File: src/rtl/go_back_n_sender_top_assert.svh
// assertion macros for the go-back-n sender rtl
// expects signals clk and rst in the scope of each use
`ifndef GO_BACK_N_SENDER_TOP_ASSERT_SVH
`define GO_BACK_N_SENDER_TOP_ASSERT_SVH
// condition holds in the same cycle
`define GBN_ASSERT_NOW(label, cond, prop, msg) \
  label: assert property (@(posedge clk) disable iff (rst) (cond) |-> (prop)) \
    else $error(msg);
// condition holds in the following cycle
`define GBN_ASSERT_NEXT(label, cond, prop, msg) \
  label: assert property (@(posedge clk) disable iff (rst) (cond) |=> (prop)) \
    else $error(msg);
`endif

File: src/rtl/gbn_pkg.sv
// shared types, constants and the crc byte function of the go-back-n sender
// no dependencies
`timescale 1ns / 1ps
`default_nettype none
package gbn_pkg;
  localparam int MESSAGE_DEPTH = 1024;
  localparam int ADDR_W = $clog2(MESSAGE_DEPTH);
  localparam int LEN_W = ADDR_W + 1;
  localparam int MAX_WINDOW = 8;
  localparam int RESULT_LIMIT = 8;
  localparam int WIN_CAP = (MAX_WINDOW < RESULT_LIMIT) ? MAX_WINDOW : RESULT_LIMIT;
  localparam int WIN_W = 4;
  localparam int CRC_BYTES = 6;
  localparam logic [31:0] CRC_POLY = 32'hEDB88320;
  localparam logic [31:0] CRC_INIT = 32'hFFFFFFFF;

  localparam int FLAG_ACK_BIT = 3;
  localparam logic [7:0] FLAG_SYN = 8'h04;
  localparam logic [7:0] FLAG_FIN = 8'h02;
  localparam logic [7:0] FLAG_DATA = 8'h00;

  localparam logic [1:0] CMD_LOAD = 2'd0;
  localparam logic [1:0] CMD_RX = 2'd1;
  localparam logic [1:0] CMD_TICK = 2'd2;

  localparam logic [1:0] KIND_PACKET = 2'd0;
  localparam logic [1:0] KIND_CLOSED = 2'd1;
  localparam logic [1:0] KIND_GAVE_UP = 2'd2;

  localparam logic [1:0] CFG_WINDOW = 2'd0;
  localparam logic [1:0] CFG_TIMEOUT = 2'd1;
  localparam logic [1:0] CFG_FIN_WAIT = 2'd2;
  localparam logic [1:0] CFG_FIN_LIMIT = 2'd3;

  typedef enum logic [4:0] {
    PH_LOADING = 5'b00001,
    PH_SYN     = 5'b00010,
    PH_DATA    = 5'b00100,
    PH_FIN     = 5'b01000,
    PH_DONE    = 5'b10000
  } phase_t;

  typedef struct packed {
    logic latch;
    logic rx_crc_start;
    logic eval;
    logic fin_enter;
    logic send;
    logic tx_crc_start;
    logic out_load;
  } dp_cmd_t;

  typedef struct packed {
    logic cmd_is_rx;
    logic crc_done;
    logic ev_emit;
    logic ev_crc;
    logic post_fin;
    logic post_send;
    logic out_free;
  } dp_status_t;

  function automatic logic [31:0] crc_byte(input logic [31:0] c_in, input logic [7:0] b);
    logic [31:0] c;
    c = c_in ^ {24'h0, b};
    for (int k = 0; k < 8; k++) begin
      c = c[0] ? ((c >> 1) ^ CRC_POLY) : (c >> 1);
    end
    return c;
  endfunction
endpackage
`default_nettype wire

File: src/rtl/gbn_ctrl.sv
// controller state machine of the go-back-n sender
// depends on gbn_pkg; drives gbn_datapath through command and status structs
`timescale 1ns / 1ps
`default_nettype none
module gbn_ctrl (
  input  wire logic                clk,
  input  wire logic                rst,
  input  wire logic                in_valid,
  output logic                     in_ready,
  input  wire gbn_pkg::dp_status_t status,
  output gbn_pkg::dp_cmd_t         cmd
);
  typedef enum logic [8:0] {
    S_IDLE     = 9'b000000001,
    S_DISPATCH = 9'b000000010,
    S_RXCRC    = 9'b000000100,
    S_EVAL     = 9'b000001000,
    S_POST     = 9'b000010000,
    S_READ     = 9'b000100000,
    S_CSTART   = 9'b001000000,
    S_CWAIT    = 9'b010000000,
    S_OUT      = 9'b100000000
  } state_t;

  state_t state, state_next;

  always_ff @(posedge clk) begin
    if (rst) begin
      state <= S_IDLE;
    end else begin
      state <= state_next;
    end
  end

  always_comb begin
    state_next = state;
    cmd = '0;
    in_ready = 1'b0;
    case (state)
      S_IDLE: begin
        in_ready = 1'b1;
        if (in_valid) begin
          cmd.latch = 1'b1;
          state_next = S_DISPATCH;
        end
      end
      S_DISPATCH: begin
        if (status.cmd_is_rx) begin
          cmd.rx_crc_start = 1'b1;
          state_next = S_RXCRC;
        end else begin
          state_next = S_EVAL;
        end
      end
      S_RXCRC: begin
        if (status.crc_done) begin
          state_next = S_EVAL;
        end
      end
      S_EVAL: begin
        cmd.eval = 1'b1;
        if (status.ev_emit) begin
          state_next = status.ev_crc ? S_CSTART : S_OUT;
        end else begin
          state_next = S_POST;
        end
      end
      S_POST: begin
        if (status.post_fin) begin
          cmd.fin_enter = 1'b1;
          state_next = S_CSTART;
        end else if (status.post_send) begin
          state_next = S_READ;
        end else begin
          state_next = S_IDLE;
        end
      end
      S_READ: begin
        cmd.send = 1'b1;
        state_next = S_CSTART;
      end
      S_CSTART: begin
        cmd.tx_crc_start = 1'b1;
        state_next = S_CWAIT;
      end
      S_CWAIT: begin
        if (status.crc_done) begin
          state_next = S_OUT;
        end
      end
      S_OUT: begin
        if (status.out_free) begin
          cmd.out_load = 1'b1;
          state_next = S_POST;
        end
      end
      default: state_next = S_IDLE;
    endcase
  end
endmodule
`default_nettype wire

File: config.mk
export PLATFORM = sky130hd
export DESIGN_NAME = gbn_ctrl
export DESIGN_NICKNAME = d
export VERILOG_FILES = /design/src/rtl/go_back_n_sender_top_assert.svh /design/src/rtl/gbn_pkg.sv /design/src/rtl/gbn_ctrl.sv
export SDC_FILE = /design/constraint.sdc
export NUM_CORES = 1
export LEC_CHECK = 0
export BUFFER_PORTS_ARGS = -buffer_cell sky130_fd_sc_hd__buf_2
export CELL_PAD_IN_SITES_DETAIL_PLACEMENT = 0
export CELL_PAD_IN_SITES_GLOBAL_PLACEMENT = 1
export CORE_MARGIN = 10
export CORE_UTILIZATION = 36
export CTS_BUF_LIST = sky130_fd_sc_hd__clkbuf_4 sky130_fd_sc_hd__clkbuf_8
export DETAILED_ROUTE_END_ITERATION = 10
export PLACE_DENSITY_LB_ADDON = 0.2
export SLEW_MARGIN = 25
export SYNTH_ARGS = -nofsm -noshare
export SYNTH_HDL_FRONTEND = slang
export SYNTH_SLANG_ARGS = --single-unit
File: constraint.sdc
create_clock -name clk -period 1.8 [get_ports clk]
set_input_delay 0.27 -clock clk [delete_from_list [all_inputs] [get_ports clk]]
set_output_delay 0.27 -clock clk [all_outputs]
set_load 0.02 [all_outputs]
==> impl_metrics.py, run 1 <==
metrics = {
    "yosys": {
        "synthTopCellsByCount": "nor2_1, dfxtp_1, a21oi_1, nor3_1",
        "ys_types": 40,
        "synth_nets": 91,
        "synthArstFlopShare_pct": 0,
        "synth_edf_count": 0,
        "synth_cells": 81,
        "yosys-top-cells-area": "dfxtp_1, nor2_1, bufbuf_16",
        "synth_top_area_share_pct": 24.32,
        "ys.flop_type": "dfxtp_1",
        "synth_most_common_cell": "nor2_1",
        "synth.yosys.seq_area_share_pct": 24.32,
        "synth_area_um2": 740.7,
        "synth-seq-cells": 9,
        "avgSynthCellArea_um2": 9.145,
        "ys_warn_count": 0,
        "synth_area_leader_cell": "dfxtp_1",
    },
    "timing": {
        "finalCritPeriodShare_pct": 118.8,
        "worst_slew_pin_slew_ps": 299.9,
        "drv_slew": 0,
        "finalCriticalPeriod_ps": 2139,
        "timing.hold.ws_ps": 236.7,
        "fmax_mhz": 467.5,
        "setup_viol": 9,
        "slew-limit-headroom_pct": 79.95,
        "skew_ps": 10.94,
        "layout_setup_ws_ps": -339.0,
        "hold_violations": 0,
        "rsz0062_at_grt": "true",
    },
    "floorplanning": {
        "initial_utilization_pct": 37.76,
        "die_w_um": 65.36,
        "io_pins": 18,
        "dieArea_mm2": 0.004272,
        "core-area_mm2": 0.001962,
        "die_y_um": 65.36,
        "row_count": 16,
    },
    "critical_path": {
        "r2r-end": "state[0]$_SDFFE_PP1P_",
        "startpoint": "state[2]$_SDFFE_PP0P_",
        "cp.arrival_ps": 1870,
        "critical_path_class": "reg2out",
        "cp.required_ps": 1530,
        "cp-end-kind": "primary output",
        "critPathMaxFanout": 4,
        "regToRegSetupSlack_ps": -70,
        "crit_path_end": "cmd[4]",
        "reg2regPathDepth": 5,
        "reg2reg_from": "state[0]$_SDFFE_PP1P_",
        "worstSetupStartpointType": "register",
    },
    "pwr": {
        "p_int_mw": 0.3978,
        "ir_worst_vdd_v": 0.0003722,
        "switchingPower_mw": 0.1688,
        "p_total_mw": 0.5666,
        "power_frac_clock_pct": 31.7,
        "switching_share_pct": 29.80,
        "p_comb_share_pct": 31.2,
        "p_per_area_mw_per_mm2": 548.2,
        "seqPwrFrac_pct": 37.1,
        "p_leak_nw": 0.4690,
    },
    "finish": {
        "drive_above_1_share_pct": 54.70,
        "top_regs": "state x9",
        "area_growth_pct": 39.53,
        "regMostFlops": "state",
        "n_fill_cell": 194,
        "multi_input_area_um2": 510.5,
        "regArea_um2": 183.9,
        "insertedDiodeCount": 0,
        "fin_area_mm2": 0.001033,
        "nets": 128,
        "largest_reg_flops": 9,
    },
    "drt": {
        "num_vias": 784,
        "drt-vias-per-instance": 5.444,
        "drc_errors": 0,
        "first_iter_violations": 31,
        "ant_nets": 0,
        "drt_first_pass_iters": 4,
        "wl_per_cell_um": 14.28,
        "wirelength_um": 2057,
    },
    "global_route": {
        "grt_pass1_wl_um": 3291,
        "antenna_found_initial": 0,
        "grt_util_all_layers_pct": 9.694,
        "grt_pass1_vias": 754,
        "met1_usage_pct": 10.43,
        "met3_usage_pct": 5.085,
        "gr-max-usage-layer": "met2",
        "met2_usage_pct": 14.88,
        "grt_max_degree": 11,
        "grt_overflow": 0,
    },
    "status": {
        "violations": "setup timing",
        "outcome": "complete, but fails checks",
    },
    "placed_design": {
        "gp_congestion": 0.8061,
        "dp_hpwl_um": 1580,
        "placed_area_um2": 915.9,
        "io_buffer_count": 17,
    },
    "clock_tree": {
        "clk_pin_slew_worst_paths_ps": 70,
        "cts_hold_buf": 0,
        "cts_buffer_depth": 2,
        "root_buffer": "clkbuf_4",
        "numCtsBuffers": 3,
        "insertion_delay_ps": 270,
        "cts_tree": "yes",
        "h-tree-depth": 1,
        "clock-sinks": 9,
    },
    "worst_hold_path": {
        "min_path_type": "in2reg",
    },
    "flow_run": {
        "maxCapViolations": 0,
    },
}
-- cell usage in the layout (no fill, tap or decap), types with 2 or more instances in the layout --
cell / instances
nor2b_1: 2
xor2_1: 2
dfxtp_1: 6
a21oi_1: 5
or4_4: 2
nor4_1: 2
xnor2_1: 2
buf_6: 4
or4_1: 2
nor3_1: 4
a32oi_1: 2
inv_1: 2
clkbuf_4: 4
buf_4: 21
and3_2: 2
nor4_4: 3
nor2_1: 10
o21ai_0: 2
dfxtp_2: 3
and4b_2: 2
buf_2: 13
-- power groups by stage --
stage	clock (mW)	sequential, mW	combinational [mW]
floorplan	0	0.210	0.0987
global placement	0	0.214	0.147
detailed placement	0	0.213	0.147
CTS	0.178	0.209	0.158
global route	0.198	0.210	0.192
finish	0.180	0.210	0.177
-- metrics by stage --
stage / TNS, ps / setup WS (ps) / cells / utilization (%)
finish: -1917 / -339.0 / 144 / 52.68
global route: -2654 / -410.5 / 144 / 52.68
CTS: -2021 / -341.5 / 143 / 50.32
detailed placement: -167.8 / -62.99 / 137 / 46.68
global placement: -160.4 / -55.45 / 137 / 46.68
floorplan: -344.4 / -106.6 / 81 / -
-- metal layers --
| metal | vias to the layer above | wire, um |
|---|---|---|
| li1 | 379 | - |
| met1 | 361 | 865 |
| met2 | 32 | 954 |
| met3 | 12 | 178 |
| met4 | 0 | 58 |
| met5 | - | 0 |
-- logic make-up after synthesis --
logic type / synth area share, %
AND/OR/NAND/NOR: 40.88
AO/OA/AOI/OAI: 16.05
flip-flops: 24.32
buffers and inverters: 12.67
XOR/XNOR: 4.731
multiplexers: 1.351
-- layout make-up --
| class | instances | share of cell area, % |
|---|---|---|
| Timing Repair Buffer | 38 | 25.91 |
| Tap cell | 27 | 3.269 |
| Clock buffer | 4 | 2.906 |
| Multi-Input combinational cell | 64 | 49.39 |
| Sequential cell | 9 | 17.80 |
| Inverter | 2 | 0.7264 |
-- what timing repair did --
item                                   in CTS  in global routing
setup endpoints to repair                   9                 13
setup buffers                               2                  1
pin swaps                                   1                  2
endpoints found under the hold margin       0                  0
resized for setup                           8                 10
-- how the worst min path moves through the flow --
stage | from | endpoint | slack, ps | cells past startpoint
after floorplan | rst | state[7]$_SDFFE_PP0P_ | 340 | 1
after global placement | rst | state[7]$_SDFFE_PP0P_ | 540 | 2
after detailed placement | rst | state[8]$_SDFFE_PP0P_ | 530 | 2
after CTS | rst | state[8]$_SDFFE_PP0P_ | 250 | 2
after global routing | rst | state[8]$_SDFFE_PP0P_ | 250 | 2
final | rst | state[8]$_SDFFE_PP0P_ | 240 | 2
-- worst max-delay path, stage by stage (launching register included) --
cell and delay (ps):
dfxtp_2 330, or4_4 560, or3_4 370, nor4_4 160, buf_4 190
(Power assumes the default switching activity.)
==> inputs of run 2 (changes only) <==
--- a/config.mk
+++ b/config.mk
@@ -12,7 +12,7 @@
 export CORE_UTILIZATION = 36
 export CTS_BUF_LIST = sky130_fd_sc_hd__clkbuf_4 sky130_fd_sc_hd__clkbuf_8
 export DETAILED_ROUTE_END_ITERATION = 10
-export PLACE_DENSITY_LB_ADDON = 0.2
+export PLACE_DENSITY = 0.84
 export SLEW_MARGIN = 25
 export SYNTH_ARGS = -nofsm -noshare
 export SYNTH_HDL_FRONTEND = slang
==> run 2 against run 1 <==
Effect of this change: maximum frequency shrank 0.49%; critical endpoint unchanged; hold slack gained 21 ps; total power grew 2.7%; cell count grew 1.4%; first-iteration DRC count shrank 35%; the flow still finishes with violations (setup timing); register-to-register slack gained 60 ps; largest power group unchanged; critical path depth is the same; count of clock-buffer cells in the layout is the same; final area grew 0.48%; utilization grew 0.26 points; sequential power is essentially flat; via count shrank 2.2%.
==> impl_metrics.py, run 2 (same netlist as run 1, synthesis figures left out) <==
metrics = {
    "timing": {
        "timing.hold.ws_ps": 257.2,
        "finalCritPeriodShare_pct": 119.4,
        "drv_slew": 0,
        "skew_ps": 3.650,
        "worst_slew_pin_slew_ps": 274.9,
        "rsz0062_at_grt": "true",
        "finalCriticalPeriod_ps": 2150,
        "layout_setup_ws_ps": -349.6,
        "finalSetupTns_ps": -1971,
        "fmax_mhz": 465.2,
        "slew-limit-headroom_pct": 81.53,
        "hold_violations": 0,
        "setup_viol": 9,
    },
    "clock_tree": {
        "h-tree-depth": 1,
        "cts_tree": "yes",
        "clock-sinks": 9,
        "cts_hold_buf": 0,
        "clk_pin_slew_worst_paths_ps": 70,
        "numCtsBuffers": 3,
        "root_buffer": "clkbuf_4",
        "cts_buffer_depth": 2,
        "insertion_delay_ps": 270,
    },
    "finish": {
        "fin_area_mm2": 0.001039,
        "top_regs": "state x9",
        "insertedDiodeCount": 0,
        "area_growth_pct": 40.20,
        "largest_reg_flops": 9,
        "regArea_um2": 183.9,
        "multi_input_area_um2": 510.5,
        "n_fill_cell": 216,
        "drive_above_1_share_pct": 54.62,
        "final_common_cell": "buf_4",
        "regMostFlops": "state",
        "nets": 130,
        "mostFrequentLayoutCells": "buf_4, buf_2, nor2_1, dfxtp_1, a21oi_1",
        "fin_util_pct": 52.93,
    },
    "placed_design": {
        "gp_congestion": 0.8228,
        "placed_area_um2": 908.4,
        "dpl_worst_slack_ps": -66.51,
        "dp_hpwl_um": 1589,
        "io_buffer_count": 17,
    },
    "drt": {
        "wirelength_um": 2060,
        "drt-vias-per-instance": 5.253,
        "wl_per_cell_um": 14.11,
        "ant_nets": 0,
        "drt_first_pass_iters": 4,
        "num_vias": 767,
        "drc_errors": 0,
        "first_iter_violations": 20,
    },
    "global_route": {
        "grt_pass1_vias": 800,
        "antenna_found_initial": 0,
        "grt_overflow": 0,
        "grt_util_all_layers_pct": 9.670,
        "grt_pass1_wl_um": 3429,
        "grt_max_degree": 11,
    },
    "worst_hold_path": {
        "min_path_type": "in2reg",
        "whs_path_depth": 2,
        "min_to": "state[7]$_SDFFE_PP0P_",
        "hold_start": "rst",
    },
    "flow_run": {
        "maxCapViolations": 0,
    },
    "pwr": {
        "p_per_area_mw_per_mm2": 560.4,
        "p_leak_nw": 0.4762,
        "ir_worst_vdd_v": 0.0003452,
    },
    "critical_path": {
        "worstSetupStartpointType": "register",
        "cp-end-kind": "primary output",
        "critical_path_class": "reg2out",
        "reg2reg_from": "state[2]$_SDFFE_PP0P_",
        "regToRegSetupSlack_ps": -10,
        "reg2regPathDepth": 4,
        "cp.required_ps": 1530,
        "cp.arrival_ps": 1880,
        "r2r-end": "state[0]$_SDFFE_PP1P_",
        "critPathMaxFanout": 4,
    },
    "floorplanning": {
        "io_pins": 18,
        "initial_utilization_pct": 37.76,
        "core-area_mm2": 0.001962,
        "dieArea_mm2": 0.004272,
        "die_y_um": 65.36,
        "die_w_um": 65.36,
        "row_count": 16,
    },
    "status": {
        "outcome": "complete, but fails checks",
        "violations": "setup timing",
    },
}
==> run 2: changes by cell type in the layout (fill, tap and decap cells not counted), sizes merged <==
| cell | previous run | this run |
|---|---|---|
| buf | 38 | 40 |
==> run 2: cell type report <==
class / instances / area share [%]
inverters: 2 / 0.7229
flip-flops and latches: 9 / 17.71
clock buffers: 4 / 2.892
well taps: 27 / 3.253
repair buffers: 40 / 26.26
multi-input cells: 64 / 49.16
==> run 2: how the worst max path moves through the flow <==
stage                           from               endpoint  slack (ps)  depth (start not counted)
4_1_cts        state[2]$_SDFFE_PP0P_                 cmd[4]        -350                          4
3_5_place_dp   state[2]$_SDFFE_PP0P_                 cmd[4]         -70                          4
6_report       state[2]$_SDFFE_PP0P_                 cmd[4]        -350                          4
3_3_place_gp   state[2]$_SDFFE_PP0P_                 cmd[4]         -40                          4
5_1_grt        state[2]$_SDFFE_PP0P_                 cmd[4]        -440                          4
2_1_floorplan  state[2]$_SDFFE_PP0P_  state[6]$_SDFFE_PP0P_        -110                          6
==> run 2: routing by layer <==
layer  vias to the layer above  part of all wire [%]  track usage (%)
met5                         -                     0                0
met4                         0                  0.78            4.278
met3                         3                   6.4            3.729
met2                        21                    46            16.10
met1                       359                    47            10.65
li1                        384                     -                -
==> run 2: metrics by stage <==
stage	power (mW)	cells
2_1_floorplan	0.3090	81
3_3_place_gp	0.3607	136
3_5_place_dp	0.3633	136
4_1_cts	0.5572	143
5_1_grt	0.6088	146
6_report	0.5819	146
==> run 2: report_power, final <==
group / switching [mW] / internal, mW / total, mW / leakage, nW
clock network: 0.0818 / 0.101 / 0.183 / 0.0184
logic: 0.0867 / 0.103 / 0.190 / 0.384
registers: 0.00359 / 0.205 / 0.209 / 0.0735
total: 0.172 / 0.410 / 0.582 / 0.476
==> run 2: timing repair <==
| item | in CTS | in global routing |
|---|---|---|
| setup buffers | 3 | 3 |
| resized for setup | 6 | 8 |
| pin swaps | 1 | 2 |
| endpoints found under the hold margin | 0 | 0 |
| endpoints found under the setup margin | 9 | 15 |
==> run 2: worst max-delay path: stages (launching register included) <==
cell,delay (ps)
dfxtp_2,330
or4_4,560
or3_4,360
nor4_4,160
buf_4,190
==> inputs of run 3 (changes only) <==
--- a/config.mk
+++ b/config.mk
@@ -6,12 +6,13 @@
 export NUM_CORES = 1
 export LEC_CHECK = 0
 export BUFFER_PORTS_ARGS = -buffer_cell sky130_fd_sc_hd__buf_2
-export CELL_PAD_IN_SITES_DETAIL_PLACEMENT = 0
+export CELL_PAD_IN_SITES_DETAIL_PLACEMENT = 1
 export CELL_PAD_IN_SITES_GLOBAL_PLACEMENT = 1
 export CORE_MARGIN = 10
 export CORE_UTILIZATION = 36
-export CTS_BUF_LIST = sky130_fd_sc_hd__clkbuf_4 sky130_fd_sc_hd__clkbuf_8
+export CTS_BUF_LIST = sky130_fd_sc_hd__clkbuf_4
 export DETAILED_ROUTE_END_ITERATION = 10
+export HOLD_SLACK_MARGIN = 0.03
 export PLACE_DENSITY = 0.84
 export SLEW_MARGIN = 25
 export SYNTH_ARGS = -nofsm -noshare
==> run 3 against run 2 <==
Effect of this change: the flow still finishes with violations (setup timing); global-route usage is 2.1 points higher; register-to-register slack worse by 30 ps; maximum frequency decreased by 0.25%; utilization grew 0.38 points; largest power group unchanged; highest routed layer unchanged.
==> impl_metrics.py, run 3 (same netlist as run 1, synthesis figures left out) <==
metrics = {
    "status": {
        "outcome": "complete, but fails checks",
        "violations": "setup timing",
    },
    "clock_tree": {
        "cts_buffer_depth": 2,
        "h-tree-depth": 1,
        "numCtsBuffers": 3,
        "root_buffer": "clkbuf_4",
        "cts_tree": "yes",
        "insertion_delay_ps": 270,
        "cts_hold_buf": 0,
        "clock-sinks": 9,
        "clk_pin_slew_worst_paths_ps": 60,
    },
    "timing": {
        "worst_slew_pin_slew_ps": 309.6,
        "hold_violations": 0,
        "layout_setup_ws_ps": -354.9,
        "drv_slew": 0,
        "timing.hold.ws_ps": 275.2,
        "rsz0062_at_grt": "true",
        "fmax_mhz": 464.1,
        "slew-limit-headroom_pct": 79.31,
        "finalCritPeriodShare_pct": 119.7,
        "skew_ps": 3.150,
        "finalCriticalPeriod_ps": 2155,
        "setup_viol": 10,
    },
    "finish": {
        "top_regs": "state x9",
        "fin_util_pct": 53.32,
        "n_fill_cell": 260,
        "drive_above_1_share_pct": 54.62,
        "regArea_um2": 183.9,
        "nets": 130,
        "largest_reg_flops": 9,
        "multi_input_area_um2": 518.0,
        "regMostFlops": "state",
        "area_growth_pct": 41.22,
        "mostFrequentLayoutCells": "buf_4, buf_2, nor2_1, dfxtp_1, a21oi_1",
        "insertedDiodeCount": 0,
        "final_common_cell": "buf_4",
    },
    "floorplanning": {
        "dieArea_mm2": 0.004272,
        "core-area_mm2": 0.001962,
        "die_y_um": 65.36,
        "io_pins": 18,
        "initial_utilization_pct": 37.76,
        "die_w_um": 65.36,
        "row_count": 16,
    },
    "global_route": {
        "grt_overflow": 0,
        "met3_usage_pct": 4.746,
        "grt_pass1_wl_um": 3933,
        "met2_usage_pct": 20.61,
        "met1_usage_pct": 12.20,
        "grt_max_degree": 11,
        "grt_pass1_vias": 848,
        "gr-max-usage-layer": "met2",
        "grt_util_all_layers_pct": 11.77,
        "antenna_found_initial": 0,
    },
    "drt": {
        "first_iter_violations": 5,
        "drt-vias-per-instance": 5.377,
        "drc_errors": 0,
        "drt_first_pass_iters": 2,
        "num_vias": 785,
        "wl_per_cell_um": 17.10,
        "wirelength_um": 2496,
        "ant_nets": 0,
    },
    "critical_path": {
        "cp.arrival_ps": 1880,
        "critPathMaxFanout": 3,
        "critPathMaxStageDelay_ps": 640,
        "cp.required_ps": 1530,
        "critical_path_class": "reg2out",
        "crit_chain": "or4_1, nor2_2, and3_2, and2_2, buf_2",
        "worst-path-buf-inv": 1,
        "cp-end-kind": "primary output",
        "cpMaxStageDelayCell": "or4_1",
        "worstSetupStartpointType": "register",
        "cp_top_family": "simple AND/OR/NAND/NOR gates",
    },
    "placed_design": {
        "dpl_worst_slack_ps": -98.69,
        "io_buffer_count": 17,
        "dp_hpwl_um": 1918,
        "gp_congestion": 0.8228,
    },
    "pwr": {
        "ir_worst_vdd_v": 0.0003656,
        "p_leak_nw": 0.4803,
        "p_per_area_mw_per_mm2": 553.9,
    },
    "worst_hold_path": {
        "min_path_type": "in2reg",
    },
    "flow_run": {
        "maxCapViolations": 0,
    },
}
==> run 3: what timing repair did <==
action                                  4_1_cts  5_1_grt
setup buffers                                 7        2
pin swaps                                     3        2
gates resized for setup                       9        6
endpoints found under the setup margin        9       16
==> run 3: worst paths after layout <==
check	startpoint	endpoint	slack [ps]	cells past startpoint
hold / removal	rst	state[7]$_SDFFE_PP0P_	280	2
hold reg to reg	state[1]$_SDFFE_PP0P_	state[4]$_SDFFE_PP0P_	640	2
setup reg to reg	state[2]$_SDFFE_PP0P_	state[0]$_SDFFE_PP1P_	-40	4
setup / recovery	state[7]$_SDFFE_PP0P_	cmd[6]	-350	5
==> run 3: layout make-up <==
cell class	count	share of cell area (%)
multi-input cells	64	49.52
repair buffers	40	26.08
inverters	2	0.7177
well taps	27	3.230
clock buffers	4	2.871
flip-flops and latches	9	17.58
==> run 3: per-stage QoR <==
| step | std cells | power [mW] | cell area [um^2] | TNS, ps |
|---|---|---|---|---|
| after global placement | 136 | 0.3607 | 908.4 | -47.15 |
| after global routing | 146 | 0.6116 | 1046 | -3104 |
| after floorplan | 81 | 0.3090 | 748.2 | -344.4 |
| final | 146 | 0.5794 | 1046 | -2150 |
| after detailed placement | 136 | 0.3670 | 908.4 | -291.7 |
| after CTS | 145 | 0.5746 | 1011 | -2222 |
==> run 3: where the power goes <==
part,internal (mW),leakage (nW),switching [mW]
Combinational,0.100,0.388,0.0904
Clock,0.101,0.0184,0.0786
Sequential,0.206,0.0735,0.00368
==> run 3: layer usage <==
layer,vias to the layer above,wire length (um)
li1,380,-
met1,382,1051
met2,17,1279
met3,6,119
met4,0,45
met5,-,0
